==> config.mk <==
export PLATFORM = sky130hd
export DESIGN_NAME = symmetric_fir_filter_top
export DESIGN_NICKNAME = d
export VERILOG_FILES = /design/src/hdl/sfir_pkg.sv /design/src/hdl/sfir_hist_mem.sv /design/src/hdl/sfir_coef_mem.sv /design/src/hdl/sfir_mac.sv /design/src/hdl/symmetric_fir_filter_top.sv
export SDC_FILE = /design/constraint.sdc
export NUM_CORES = 2
export LEC_CHECK = 0
export ABC_CLOCK_PERIOD_IN_PS = 7200
export BUFFER_PORTS_ARGS = -buffer_cell sky130_fd_sc_hd__clkbuf_2
export CAP_MARGIN = 20
export CORE_ASPECT_RATIO = 2
export CORE_MARGIN = 5
export CORE_UTILIZATION = 55
export CTS_BUF_LIST = sky130_fd_sc_hd__clkbuf_4
export DETAILED_ROUTE_END_ITERATION = 7
export GPL_TIMING_DRIVEN = 0
export PLACE_DENSITY = 0.74
export SLEW_MARGIN = 25
export SYNTH_ARGS = -nofsm -noshare
export SYNTH_HDL_FRONTEND = slang
export SYNTH_SLANG_ARGS = --single-unit
==> constraint.sdc <==
create_clock -name clk -period 7.2 [get_ports clk]
set_input_delay 0.72 -clock clk [delete_from_list [all_inputs] [get_ports clk]]
set_output_delay 0.72 -clock clk [all_outputs]
set_load 0.03 [all_outputs]
==> src/hdl/sfir_pkg.sv <==
// shared types and constants for the symmetric fir filter
package sfir_pkg;

    // fixed field widths
    localparam int COEFF_BITS   = 16;
    localparam int OUT_BITS     = 39;
    localparam int TAP_CNT_BITS = 7;
    localparam int CIDX_BITS    = 5;

    localparam logic [TAP_CNT_BITS-1:0] TAP_CNT_RESET = 7'd1;

    // transaction kinds
    localparam logic KIND_SAMPLE = 1'b0;
    localparam logic KIND_COEFF  = 1'b1;

    // sequencer states
    typedef enum logic [3:0] {
        S_IDLE  = 4'b0001,
        S_RUN   = 4'b0010,
        S_DRAIN = 4'b0100,
        S_DONE  = 4'b1000
    } seq_state_t;

    // control that travels alongside one tap pair through the pipeline
    typedef struct packed {
        logic valid;
        logic first;
        logic last;
        logic a_ok;
        logic b_ok;
    } tap_ctrl_t;

endpackage

==> src/hdl/sfir_hist_mem.sv <==
// sample history memory: one write port, two registered read ports
module sfir_hist_mem #(
    parameter int DEPTH = 64,
    parameter int WIDTH = 16,
    parameter int AW    = 6
) (
    input  logic                    clk,
    input  logic                    we,
    input  logic [AW-1:0]           waddr,
    input  logic signed [WIDTH-1:0] wdata,
    input  logic [AW-1:0]           raddr_a,
    input  logic [AW-1:0]           raddr_b,
    output logic signed [WIDTH-1:0] rdata_a,
    output logic signed [WIDTH-1:0] rdata_b
);

    logic signed [WIDTH-1:0] mem [DEPTH];

    // write port
    always_ff @(posedge clk)
    begin
        if (we)
        begin
            mem[waddr] <= wdata;
        end
    end

    // two registered read ports
    always_ff @(posedge clk)
    begin
        rdata_a <= mem[raddr_a];
        rdata_b <= mem[raddr_b];
    end

endmodule

==> src/hdl/sfir_coef_mem.sv <==
// half-coefficient memory with per-entry valid bits so unwritten entries read as zero
module sfir_coef_mem #(
    parameter int DEPTH = 32,
    parameter int AW    = 5
) (
    input  logic                                  clk,
    input  logic                                  rst_n,
    input  logic                                  we,
    input  logic [AW-1:0]                         waddr,
    input  logic signed [sfir_pkg::COEFF_BITS-1:0] wdata,
    input  logic [AW-1:0]                         raddr,
    output logic signed [sfir_pkg::COEFF_BITS-1:0] rdata,
    output logic                                  rvalid
);
    import sfir_pkg::*;

    logic signed [COEFF_BITS-1:0] mem [DEPTH];
    logic [DEPTH-1:0]             valid_reg;

    // storage write and registered read
    always_ff @(posedge clk)
    begin
        if (we)
        begin
            mem[waddr] <= wdata;
        end
        rdata <= mem[raddr];
    end

    // valid bits, cleared by reset
    always_ff @(posedge clk or negedge rst_n)
    begin
        if (!rst_n)
        begin
            valid_reg <= '0;
            rvalid    <= 1'b0;
        end
        else
        begin
            if (we)
            begin
                valid_reg[waddr] <= 1'b1;
            end
            rvalid <= valid_reg[raddr];
        end
    end

endmodule

==> src/hdl/sfir_mac.sv <==
// pre-add, multiply and accumulate pipeline for one tap pair per cycle
module sfir_mac #(
    parameter int SAMPLE_BITS = 16,
    parameter int ACC_BITS    = 39
) (
    input  logic                                  clk,
    input  logic                                  rst_n,
    input  sfir_pkg::tap_ctrl_t                   ctrl,
    input  logic signed [SAMPLE_BITS-1:0]         hist_a,
    input  logic signed [SAMPLE_BITS-1:0]         hist_b,
    input  logic signed [sfir_pkg::COEFF_BITS-1:0] coef,
    input  logic                                  coef_ok,
    output logic signed [ACC_BITS-1:0]            acc,
    output logic                                  done
);
    import sfir_pkg::*;

    localparam int PAIR_W = SAMPLE_BITS + 1;
    localparam int PROD_W = PAIR_W + COEFF_BITS;

    tap_ctrl_t                    ctrl1_reg, ctrl2_reg;
    logic signed [PAIR_W-1:0]     pair_reg, pair_next;
    logic signed [COEFF_BITS-1:0] coef_reg, coef_next;
    logic signed [PROD_W-1:0]     prod_reg, prod_next;
    logic signed [ACC_BITS-1:0]   acc_reg, acc_next;
    logic                         done_reg;
    logic signed [PAIR_W-1:0]     a_x, b_x;

    // pre-add of the mirrored samples, samples before the start read as zero
    always_comb
    begin
        a_x       = ctrl.a_ok ? PAIR_W'(hist_a) : '0;
        b_x       = ctrl.b_ok ? PAIR_W'(hist_b) : '0;
        pair_next = a_x + b_x;
        coef_next = coef_ok ? coef : '0;
    end

    // shared multiplier
    assign prod_next = pair_reg * coef_reg;

    // accumulator restarts on the first pair of a sample
    assign acc_next = (ctrl2_reg.first ? ACC_BITS'(0) : acc_reg) + ACC_BITS'(prod_reg);

    // pipeline control
    always_ff @(posedge clk or negedge rst_n)
    begin
        if (!rst_n)
        begin
            ctrl1_reg <= '0;
            ctrl2_reg <= '0;
            done_reg  <= 1'b0;
        end
        else
        begin
            ctrl1_reg <= ctrl;
            ctrl2_reg <= ctrl1_reg;
            done_reg  <= ctrl2_reg.valid && ctrl2_reg.last;
        end
    end

    // datapath registers
    always_ff @(posedge clk)
    begin
        if (ctrl.valid)
        begin
            pair_reg <= pair_next;
            coef_reg <= coef_next;
        end
        if (ctrl1_reg.valid)
        begin
            prod_reg <= prod_next;
        end
        if (ctrl2_reg.valid)
        begin
            acc_reg <= acc_next;
        end
    end

    assign acc  = acc_reg;
    assign done = done_reg;

endmodule

==> src/hdl/symmetric_fir_filter_top.sv <==
// top level of the folded symmetric fir filter with its sequencer
//
// Folded linear-phase FIR filter. A coefficient transaction (kind 1) writes
// one stored half-coefficient and gives no result. A sample transaction
// (kind 0) enters the history memory and is followed by one pre-add and
// multiply-accumulate per tap pair, plus one for the middle tap when the tap
// count N is odd, issued one per cycle from the history memory's two read
// ports through the single shared multiply-accumulate and its four-stage
// read/pre-add/multiply/accumulate pipeline; no new transaction is taken
// until the sample's result is in the output register. A finished result
// waits there while the next transaction is taken. History before reset or
// before a sample flagged first reads as zero through a fill count;
// coefficients not yet written read as zero. The user writes the tap count
// register through cfg_we/cfg_data only while the block is idle; the block
// does not enforce this. Values above MAX_TAPS are treated as MAX_TAPS.
module symmetric_fir_filter_top #(
    parameter int MAX_TAPS    = 64,
    parameter int SAMPLE_BITS = 16
) (
    input  logic                                     clk,
    input  logic                                     rst_n,
    input  logic                                     cfg_we,
    input  logic [sfir_pkg::TAP_CNT_BITS-1:0]        cfg_data,
    input  logic                                     in_valid,
    output logic                                     in_ready,
    input  logic                                     kind,
    input  logic                                     first,
    input  logic signed [SAMPLE_BITS-1:0]            sample,
    input  logic [sfir_pkg::CIDX_BITS-1:0]           coeff_index,
    input  logic signed [sfir_pkg::COEFF_BITS-1:0]   coeff_value,
    output logic                                     out_valid,
    input  logic                                     out_ready,
    output logic signed [sfir_pkg::OUT_BITS-1:0]     filtered
);
    import sfir_pkg::*;

    localparam int HALF_SLOTS = (MAX_TAPS + 1) / 2;
    localparam int A_W        = $clog2(MAX_TAPS);
    localparam int N_W        = $clog2(MAX_TAPS + 1);
    localparam int CA_W       = (HALF_SLOTS > 1) ? $clog2(HALF_SLOTS) : 1;
    localparam int CMP_W      = (N_W > TAP_CNT_BITS) ? N_W : TAP_CNT_BITS;
    localparam int IDX_W      = ((CA_W > CIDX_BITS) ? CA_W : CIDX_BITS) + 1;
    localparam int PROD_W     = SAMPLE_BITS + 1 + COEFF_BITS;
    localparam int SUM_W      = PROD_W + $clog2(HALF_SLOTS + 1);
    localparam int ACC_W      = (SUM_W > OUT_BITS) ? SUM_W : OUT_BITS;

    seq_state_t                  state_reg, state_next;
    logic [TAP_CNT_BITS-1:0]     tap_cfg_reg;
    logic [N_W-1:0]              n_reg, n_next;
    logic [N_W-1:0]              k_reg, k_next;
    logic [N_W-1:0]              fill_reg, fill_next;
    logic [A_W-1:0]              wp_reg, wp_next;
    logic                        zero_reg, zero_next;
    logic                        out_valid_reg, out_valid_next;
    logic signed [OUT_BITS-1:0]  filtered_reg;
    logic                        out_load;
    logic signed [OUT_BITS-1:0]  out_value;

    logic                        accept, accept_sample, accept_coeff;
    logic [CMP_W-1:0]            tap_ext;
    logic [N_W-1:0]              n_eff, half, steps, d_b;
    logic                        odd, mid;
    tap_ctrl_t                   issue_ctrl, ctrl_rd_reg;
    logic [A_W-1:0]              raddr_a, raddr_b;
    logic [IDX_W-1:0]            idx_ext;
    logic                        coef_we;

    logic signed [SAMPLE_BITS-1:0] hist_a, hist_b;
    logic signed [COEFF_BITS-1:0]  coef_rd;
    logic                          coef_ok;
    logic signed [ACC_W-1:0]       mac_acc;
    logic                          mac_done;

    // history position of a given delay, modulo the memory depth
    function automatic logic [A_W-1:0] hist_addr(input logic [A_W-1:0] wp,
                                                 input logic [N_W-1:0] d);
        logic [N_W:0] t;
        t = (N_W + 1)'(wp) + (N_W + 1)'(MAX_TAPS) - (N_W + 1)'(d);
        if (t >= (N_W + 1)'(MAX_TAPS))
        begin
            t = t - (N_W + 1)'(MAX_TAPS);
        end
        return t[A_W-1:0];
    endfunction

    // handshake and transaction decode
    assign in_ready      = (state_reg == S_IDLE);
    assign accept        = in_valid && in_ready;
    assign accept_sample = accept && (kind == KIND_SAMPLE);
    assign accept_coeff  = accept && (kind == KIND_COEFF);

    // effective tap count, saturated to the history depth
    always_comb
    begin
        tap_ext = CMP_W'(tap_cfg_reg);
        if (tap_ext > CMP_W'(MAX_TAPS))
        begin
            n_eff = N_W'(MAX_TAPS);
        end
        else
        begin
            n_eff = tap_ext[N_W-1:0];
        end
    end

    // coefficient write, indexes beyond the store are dropped
    assign idx_ext = IDX_W'(coeff_index);
    assign coef_we = accept_coeff && (idx_ext < IDX_W'(HALF_SLOTS));

    // tap pair issue from the step counter
    always_comb
    begin
        half  = n_reg >> 1;
        odd   = n_reg[0];
        steps = half + N_W'(odd);
        d_b   = n_reg - N_W'(1) - k_reg;
        mid   = odd && (k_reg == half);

        issue_ctrl.valid = (state_reg == S_RUN);
        issue_ctrl.first = (k_reg == '0);
        issue_ctrl.last  = ((k_reg + N_W'(1)) == steps);
        issue_ctrl.a_ok  = (k_reg < fill_reg);
        issue_ctrl.b_ok  = !mid && (d_b < fill_reg);

        raddr_a = hist_addr(wp_reg, k_reg);
        raddr_b = hist_addr(wp_reg, d_b);
    end

    // next history pointer and fill count for an accepted sample
    always_comb
    begin
        wp_next   = wp_reg;
        fill_next = fill_reg;
        if (accept_sample)
        begin
            wp_next = (wp_reg == A_W'(MAX_TAPS - 1)) ? '0 : wp_reg + A_W'(1);
            if (first)
            begin
                fill_next = N_W'(1);
            end
            else if (fill_reg != N_W'(MAX_TAPS))
            begin
                fill_next = fill_reg + N_W'(1);
            end
        end
    end

    // result value for the output register
    assign out_value = zero_reg ? '0 : mac_acc[OUT_BITS-1:0];

    // sequencer
    always_comb
    begin
        state_next     = state_reg;
        n_next         = n_reg;
        k_next         = k_reg;
        zero_next      = zero_reg;
        out_load       = 1'b0;
        out_valid_next = out_valid_reg && !out_ready;
        case (state_reg)
            S_IDLE:
            begin
                if (accept_sample)
                begin
                    n_next    = n_eff;
                    k_next    = '0;
                    zero_next = (n_eff == '0);
                    state_next = (n_eff == '0) ? S_DONE : S_RUN;
                end
            end
            S_RUN:
            begin
                k_next = k_reg + N_W'(1);
                if (issue_ctrl.last)
                begin
                    state_next = S_DRAIN;
                end
            end
            S_DRAIN:
            begin
                if (mac_done)
                begin
                    if (!out_valid_reg || out_ready)
                    begin
                        out_load       = 1'b1;
                        out_valid_next = 1'b1;
                        state_next     = S_IDLE;
                    end
                    else
                    begin
                        state_next = S_DONE;
                    end
                end
            end
            S_DONE:
            begin
                if (!out_valid_reg || out_ready)
                begin
                    out_load       = 1'b1;
                    out_valid_next = 1'b1;
                    state_next     = S_IDLE;
                end
            end
            default:
            begin
                state_next = S_IDLE;
            end
        endcase
    end

    // control registers
    always_ff @(posedge clk or negedge rst_n)
    begin
        if (!rst_n)
        begin
            state_reg     <= S_IDLE;
            tap_cfg_reg   <= TAP_CNT_RESET;
            n_reg         <= '0;
            k_reg         <= '0;
            fill_reg      <= '0;
            wp_reg        <= '0;
            zero_reg      <= 1'b0;
            out_valid_reg <= 1'b0;
            ctrl_rd_reg   <= '0;
        end
        else
        begin
            state_reg     <= state_next;
            n_reg         <= n_next;
            k_reg         <= k_next;
            fill_reg      <= fill_next;
            wp_reg        <= wp_next;
            zero_reg      <= zero_next;
            out_valid_reg <= out_valid_next;
            ctrl_rd_reg   <= issue_ctrl;
            if (cfg_we)
            begin
                tap_cfg_reg <= cfg_data;
            end
        end
    end

    // output payload register
    always_ff @(posedge clk)
    begin
        if (out_load)
        begin
            filtered_reg <= out_value;
        end
    end

    assign out_valid = out_valid_reg;
    assign filtered  = filtered_reg;

    sfir_hist_mem #(
        .DEPTH (MAX_TAPS),
        .WIDTH (SAMPLE_BITS),
        .AW    (A_W)
    ) u_hist (
        .clk     (clk),
        .we      (accept_sample),
        .waddr   (wp_next),
        .wdata   (sample),
        .raddr_a (raddr_a),
        .raddr_b (raddr_b),
        .rdata_a (hist_a),
        .rdata_b (hist_b)
    );

    sfir_coef_mem #(
        .DEPTH (HALF_SLOTS),
        .AW    (CA_W)
    ) u_coef (
        .clk    (clk),
        .rst_n  (rst_n),
        .we     (coef_we),
        .waddr  (idx_ext[CA_W-1:0]),
        .wdata  (coeff_value),
        .raddr  (k_reg[CA_W-1:0]),
        .rdata  (coef_rd),
        .rvalid (coef_ok)
    );

    sfir_mac #(
        .SAMPLE_BITS (SAMPLE_BITS),
        .ACC_BITS    (ACC_W)
    ) u_mac (
        .clk     (clk),
        .rst_n   (rst_n),
        .ctrl    (ctrl_rd_reg),
        .hist_a  (hist_a),
        .hist_b  (hist_b),
        .coef    (coef_rd),
        .coef_ok (coef_ok),
        .acc     (mac_acc),
        .done    (mac_done)
    );

endmodule

== Yosys cells after proc, flatten, opt, wreduce, memory -nomap -nowiden ==
Memories as Yosys holds them, arrays and structs flattened. A register that Yosys moved wholly into a read port is not among the register bits.
Cells that the tools add are included.

* Add/subtract/negate cells: 13
* $mul: 1
* Order comparisons: 9
* Equality and inequality tests: 12
* Multiplexer cells: 33
* Bitwise gates (word level): 2
* Reductions and logical operators: 21

{| class="wikitable"
|+ Operators with widths
! cell !! number
|-
| adder 39 x 33 -> 39 bit || 1
|-
| 2-to-1 mux 39 bit || 1
|-
| 2-to-1 mux 17 bit || 2
|-
| multiplier 17 x 16 -> 33 bit || 1
|-
| bitwise OR 32 bit || 1
|-
| 2-to-1 mux 7 bit || 4
|-
| 2-to-1 mux 4 bit || 6
|-
| 2-to-1 mux 6 bit || 4
|-
| < comparator 5 x 6 -> 1 bit (second input constant) || 3
|-
| adder 17 bit || 1
|-
| greater-or-equal comparator 8 x 7 -> 1 bit (second input constant) || 2
|-
| case mux 4 bit (4 select lines) || 1
|-
| subtractor 8 x 7 -> 8 bit || 2
|-
| adder 7 x 1 -> 7 bit (second input constant) || 2
|-
| zero test 7 bit || 2
|-
| < comparator 7 bit || 2
|-
| case mux 7 bit (2 select lines) || 1
|-
| subtractor 6 x 1 -> 6 bit (second input constant) || 2
|-
| 2-to-1 mux 1 bit || 10
|-
| logical AND 1 bit || 9
|-
| adder 6 x 7 -> 8 bit (second input constant) || 1
|-
| adder 6 x 1 -> 7 bit || 1
|-
| == test 7 x 6 -> 1 bit || 1
|-
| == test 7 bit || 1
|-
| other kinds (22) || 30
|}

* Register bits after elaboration: 229
* Bits in writable memories: 1536
* Bits of input ports: 51
* Output and inout port bits: 41
* Word-level logic and storage cells: 120
* Memories kept: 2

{| class="wikitable"
|+ Memory list
! memory !! words !! bits a word !! rd ports !! clocked after Yosys merged registers in !! write ports !! RTL line !! RTL
|-
| u_hist.mem || 64 || 16 || 2 || 2 || 1 || sfir_hist_mem.sv:17 || <nowiki>logic signed [WIDTH-1:0] mem [DEPTH];</nowiki>
|-
| u_coef.mem || 32 || 16 || 1 || 1 || 1 || sfir_coef_mem.sv:17 || <nowiki>logic signed [COEFF_BITS-1:0] mem [DEPTH];</nowiki>
|}

== Depth between registers and ports, before layout ==
* Word-level depth: 6
* Mapped depth: 25
* Mapped depth without buffers: 24

== Cells and area by module ==
A second synthesis with hierarchy kept.

* Cell total of the unflattened synthesis: 5971
* Area, all modules: 92167.1 µm²

{| class="wikitable"
|+ Modules (own cells, without submodules)
! module !! times used !! cells an instance !! area an instance (µm²) !! sequential area each (µm²)
|-
| sfir_hist_mem || 1 || 2582 || 48836.8 || 31390.1
|-
| sfir_coef_mem || 1 || 1244 || 21785.9 || 16520.8
|-
| sfir_mac || 1 || 1690 || 16752.3 || 3328.2
|-
| symmetric_fir_filter_top || 1 || 455 || 4792.1 || 2299.7
|}

== Least setup slack after synthesis ==
OpenSTA, ideal clock, no wires.

* Path type: reg2reg
* From: register u_mac.pair_reg[16]
* To: register u_mac.prod_reg[31] (data pin)
* Setup time: 258 ps
* Arrival: 6272 ps
* Required time: 6942 ps
* Slack: 670 ps
* Cell stages (with the launch flop): 23
* Path buffers: 1
* Clock period less this slack: 6530 ps
* Cell sequence: edfxtp_1 clkbuf_1 nand2_1 inv_1 fa_1 fa_1 fa_1 fa_1 fa_1 inv_1 fa_1 inv_1 ha_1 and3_1 a221o_1 a21o_1 a31oi_1 o21ai_0 a211o_1 a21oi_1 o21bai_1 a21oi_1 xnor2_1

* Longest elaborated chain between the ends: 1

{| class="wikitable"
|+ RTL lines
! what !! RTL line !! RTL
|-
| from (decl) || sfir_mac.sv:22 || <nowiki>logic signed [PAIR_W-1:0] pair_reg, pair_next;</nowiki>
|-
| from (signal assigned) || sfir_mac.sv:66 || <nowiki>pair_reg <= pair_next;</nowiki>
|-
| multiplier 17 x 16 -> 33 bit || sfir_mac.sv:39 || <nowiki>assign prod_next = pair_reg * coef_reg;</nowiki>
|-
| via u_mac.prod_next[31] || sfir_mac.sv:24 || <nowiki>logic signed [PROD_W-1:0] prod_reg, prod_next;</nowiki>
|-
| to (signal assigned) || sfir_mac.sv:71 || <nowiki>prod_reg <= prod_next;</nowiki>
|-
| to (decl) || sfir_mac.sv:24 ||
|}

The timed path passes the listed nets, and every way through them passes these cells.
A chain may end at the register's enable or synchronous reset.

== Final worst setup path ==
* From: register k_reg[2]
* To: register u_hist.rdata_b[7] (read register of u_hist.mem)

* Longest elaborated chain between the ends: 4
* Elaborated cells on any way between the ends: 5
* Classes of those cells: add/sub: 3; order compare: 1; mux: 1

{| class="wikitable"
|+ RTL lines
! what !! RTL line !! RTL
|-
| from (decl) || symmetric_fir_filter_top.sv:50 || <nowiki>logic [N_W-1:0] k_reg, k_next;</nowiki>
|-
| from (signal assigned) || symmetric_fir_filter_top.sv:230 || <nowiki>k_reg <= k_next;</nowiki>
|-
| subtractor 7 bit (*) || symmetric_fir_filter_top.sv:116 || <nowiki>d_b = n_reg - N_W'(1) - k_reg;</nowiki>
|-
| subtractor 8 x 7 -> 8 bit (*) || symmetric_fir_filter_top.sv:78 || <nowiki>t = (N_W + 1)'(wp) + (N_W + 1)'(MAX_TAPS) - (N_W + 1)'(d);</nowiki>
|-
| greater-or-equal comparator 8 x 7 -> 1 bit or subtractor 6 x 1 -> 6 bit (tied branches) || symmetric_fir_filter_top.sv:79, symmetric_fir_filter_top.sv:81 ||
|-
| 2-to-1 mux 6 bit (*) || symmetric_fir_filter_top.sv:79 || <nowiki>if (t >= (N_W + 1)'(MAX_TAPS))</nowiki>
|-
| to (decl) || sfir_hist_mem.sv:14 || <nowiki>output logic signed [WIDTH-1:0] rdata_b</nowiki>
|}

Every way passes the cells marked *; elsewhere a longest branch is shown, timed or not.

==> impl_metrics.json <==
{
  "critical_path_cell_count": 16,
  "clock_tree.htree_level_count": 5,
  "grt_max_degree": 65,
  "clk_pin_slew_worst_paths_ns": 0.08,
  "sinks_on_the_clock_net": 1813,
  "cts_tree": "built",
  "worst-r2r-cell-count": 16,
  "detail_route.wl_per_cell_um": 33.08,
  "timing.critical_path.slowest_stage_cell": "a21oi_1",
  "die_width_um": 296.4,
  "cts_buffers": 386,
  "synth.top_cell.area_share_pct": 55.92,
  "max_freq_mhz": 141.4,
  "hold_depth": 4,
  "syn_avg_cell_area_um2": 17.17,
  "crit_fanout": 11,
  "largest_register_ff_count": 1024,
  "placed_cells": 7521,
  "result_of_the_run": "finished clean",
  "route.detailed.drc": 0,
  "cp_top_family": "buffers and inverters",
  "synth_seq_area_share_pct": 59.35,
  "floorplan.initialDensity_pct": 55.20,
  "grt_util_met1_pct": 29.97,
  "num_vias": 54010,
  "ioPinCount": 92,
  "grt_first_pass_wirelength_mm": 387.2,
  "worst_path_most_repeated_cell": "clkbuf_1",
  "slew-limit-headroom_pct": 18.47,
  "vias_per_cell": 6.550,
  "drt-initial-drc-count": 5220,
  "number_of_antenna_violations_at_the_first_check_in_global_routing": 22,
  "gpl.final_weighted_congestion": 1.114,
  "post_synth_num_cell_types": 68,
  "dieArea_um2": 172700,
  "layout_worst_path_cycle_share_pct": 98.22,
  "synth-edff-count": 1680,
  "drt-pass1-iter-count": 5,
  "reg.largest.list": "u_hist.mem (1024), u_coef.mem (512)",
  "postRouteAntennaNets": 0,
  "finalMaxSlewViolations": 0,
  "clk-insertion-delay-late_ns": 1.26,
  "timing.critical_path.cells": "clkbuf_1, clkinv_1, clkbuf_1, ha_1, a21oi_1, o21bai_1, xor2_1, inv_1, ha_1, xnor2_2, buf_6, clkbuf_1, clkbuf_1, mux4_2, mux2i_1, a21oi_1",
  "async_s_r_ff_share_synth_pct": 4.688,
  "ys_ff_latch": 1813,
  "critical_path.max_stage_delay_ns": 0.91,
  "die_height_um": 582.7,
  "final_hold_vios": 0,
  "max-clock-path-buffers": 4,
  "layout.cells.non_filler": 8246,
  "synth.largest_area_cell": "edfxtp_1",
  "final_period_minus_worst_setup_slack_ns": 7.072,
  "placement_rows": 210,
  "top_usage_layer": "met2",
  "timing.final.setup_violations": 0,
  "placedInstanceArea_um2": 94930,
  "clock_root_buffer": "clkbuf_4",
  "gr-usage-met2_pct": 54.85,
  "yosys-top-cells-area": "edfxtp_1 56%, mux4_2 18%, fa_1 6.2%, ha_1 2.4%, dfrtp_1 2.3%",
  "core_area_um2": 163400,
  "grt_overflow_total": 0,
  "design.final.nets": 6330,
  "timing.clock.skew_ns": 0.1241,
  "rsz_0062_raised_after_global_routing": "false",
  "areaGrowthSynthToFinish_pct": 11.13,
  "maxCapViolations": 0,
  "grt_use_met3_pct": 6.947,
  "critical_path_required_ns": 8.21,
  "dpl_wire_length_mm": 197.2,
  "grt.total_usage_pct": 31.74,
  "worst_pin_slew_ns": 1.220,
  "data_arrival_at_the_endpoint_of_the_critical_path_ns": 8.08,
  "synthesis.yosys.warnings": 0,
  "fin_worst_hold_slack_ns": 0.1185,
  "setup_tns_ns": 0,
  "layout-drive-gt1-share_pct": 28.21,
  "grt_pass1_vias": 57330,
  "place.port_buffers": 89,
  "worst-path-buf-inv": 7,
  "hold_path.class": "in2reg",
  "critical_path.startpoint_type": "register",
  "post_synth_inst_count": 5255,
  "final_cell_area_um2": 100200,
  "largest_register": "u_hist.mem",
  "synth_area_um2": 90210,
  "path_class": "reg2reg",
  "syn_nets": 5760,
  "route.final.wire_length_mm": 272.8,
  "crit_path_end_kind": "register",
  "fillers": 11950,
  "synth-main-ff-cell": "edfxtp_1"
}
repair_timing:
| action | in CTS | in global routing |
|---|---|---|
| pin swaps | 1 | 1 |
| setup endpoints to repair | 5 | 2 |
| endpoints found under the hold margin | 100 | 0 |
| setup buffers | 2 | 16 |
| cloned | 0 | 0 |
| resized for setup | 18 | 34 |
| hold buffers | 20 | 0 |
Yosys cell counts, types with 32 or more instances:
cell	n
ha_1	173
mux4_2	708
o22ai_1	36
or2_2	35
edfxtp_1	1680
a21o_1	48
dfxtp_1	48
nor2b_1	125
and2_1	184
inv_1	343
mux2i_1	169
fa_1	281
a211oi_1	38
o221ai_1	68
xor2_1	32
clkbuf_1	203
a21oi_1	146
dfrtp_1	83
xnor2_1	85
o21ai_0	63
nand2_1	230
buf_1	55
nor2_1	161
final timing paths:
check                                            end  slack, ns                from
min in group asynchronous       u_coef.valid_reg[22]       0.53               rst_n
worst min-delay path                       wp_reg[5]       0.12            in_valid
worst min register to register    u_mac.ctrl2_reg[2]       0.35  u_mac.ctrl1_reg[2]
worst max-delay path               u_hist.rdata_b[7]       0.13            k_reg[2]
max in group asynchronous               state_reg[0]       6.23               rst_n
worst max register to register     u_hist.rdata_b[7]       0.13            k_reg[2]
cells in the final DEF (no fill, tap or decap), types with 143 or more instances in the layout:
| master | instances |
|---|---|
| and2_1 | 184 |
| edfxtp_1 | 1680 |
| ha_1 | 173 |
| nand2_1 | 228 |
| mux2i_1 | 168 |
| inv_1 | 342 |
| a21oi_1 | 143 |
| clkbuf_1 | 152 |
| fa_1 | 279 |
| clkbuf_4 | 576 |
| mux4_2 | 708 |
routing by layer:
metal  vias up  part of all wire (%)
met3      1221                   7.6
met1     27450                    28
met4        14                    13
met5         -                 0.037
li1      21960                     -
met2      3367                    51
cells by family (layout without fill, tap and decap cells):
group,after synthesis,count (layout),synth area share (%)
flops,1813,1813,59.35
buf+inv,624,1487,2.624
other cells,0,8,0
simple gates,850,850,4.792
compound gates,511,511,3.787
mux,884,884,19.64
xor+xnor,119,119,1.172
fa+ha+maj,454,454,8.636
final cells by class:
cell class / instances / area, um2 / share of cell area (%)
buffer: 275 / 1151 / 1.148
sequential: 1813 / 53540 / 53.41
timing repair buffer: 185 / 1758 / 1.754
multi-input combinational: 2818 / 34980 / 34.90
tap: 2120 / 2653 / 2.646
antenna: 8 / 20.02 / 0.01997
inverter: 346 / 1299 / 1.296
clock buffer: 557 / 4182 / 4.171
clock inverter: 124 / 658.1 / 0.6565
worst reg2reg max path, stage by stage (launching register included):
cell and delay [ns]:
dfrtp_1 0.38, clkbuf_1 0.37, clkinv_1 0.47, clkbuf_1 0.46, ha_1 0.48, a21oi_1 0.10, o21bai_1 0.21, xor2_1 0.30
inv_1 0.08, ha_1 0.33, xnor2_2 0.55, buf_6 0.26, clkbuf_1 0.79, clkbuf_1 0.66, mux4_2 0.34, mux2i_1 0.12
a21oi_1 0.92
metrics by stage:
stage,utilization [%],setup slack (ns)
after floorplan,-,0.6704
after global placement,57.09,-0.6137
after detailed placement,58.08,-0.5168
after CTS,61.19,0.01297
after global routing,61.33,0.03063
final,61.34,0.1282
Power is left out: the tool's default activity adds up to more than one toggle a clock period on the data nets, which glitch-free logic cannot reach.
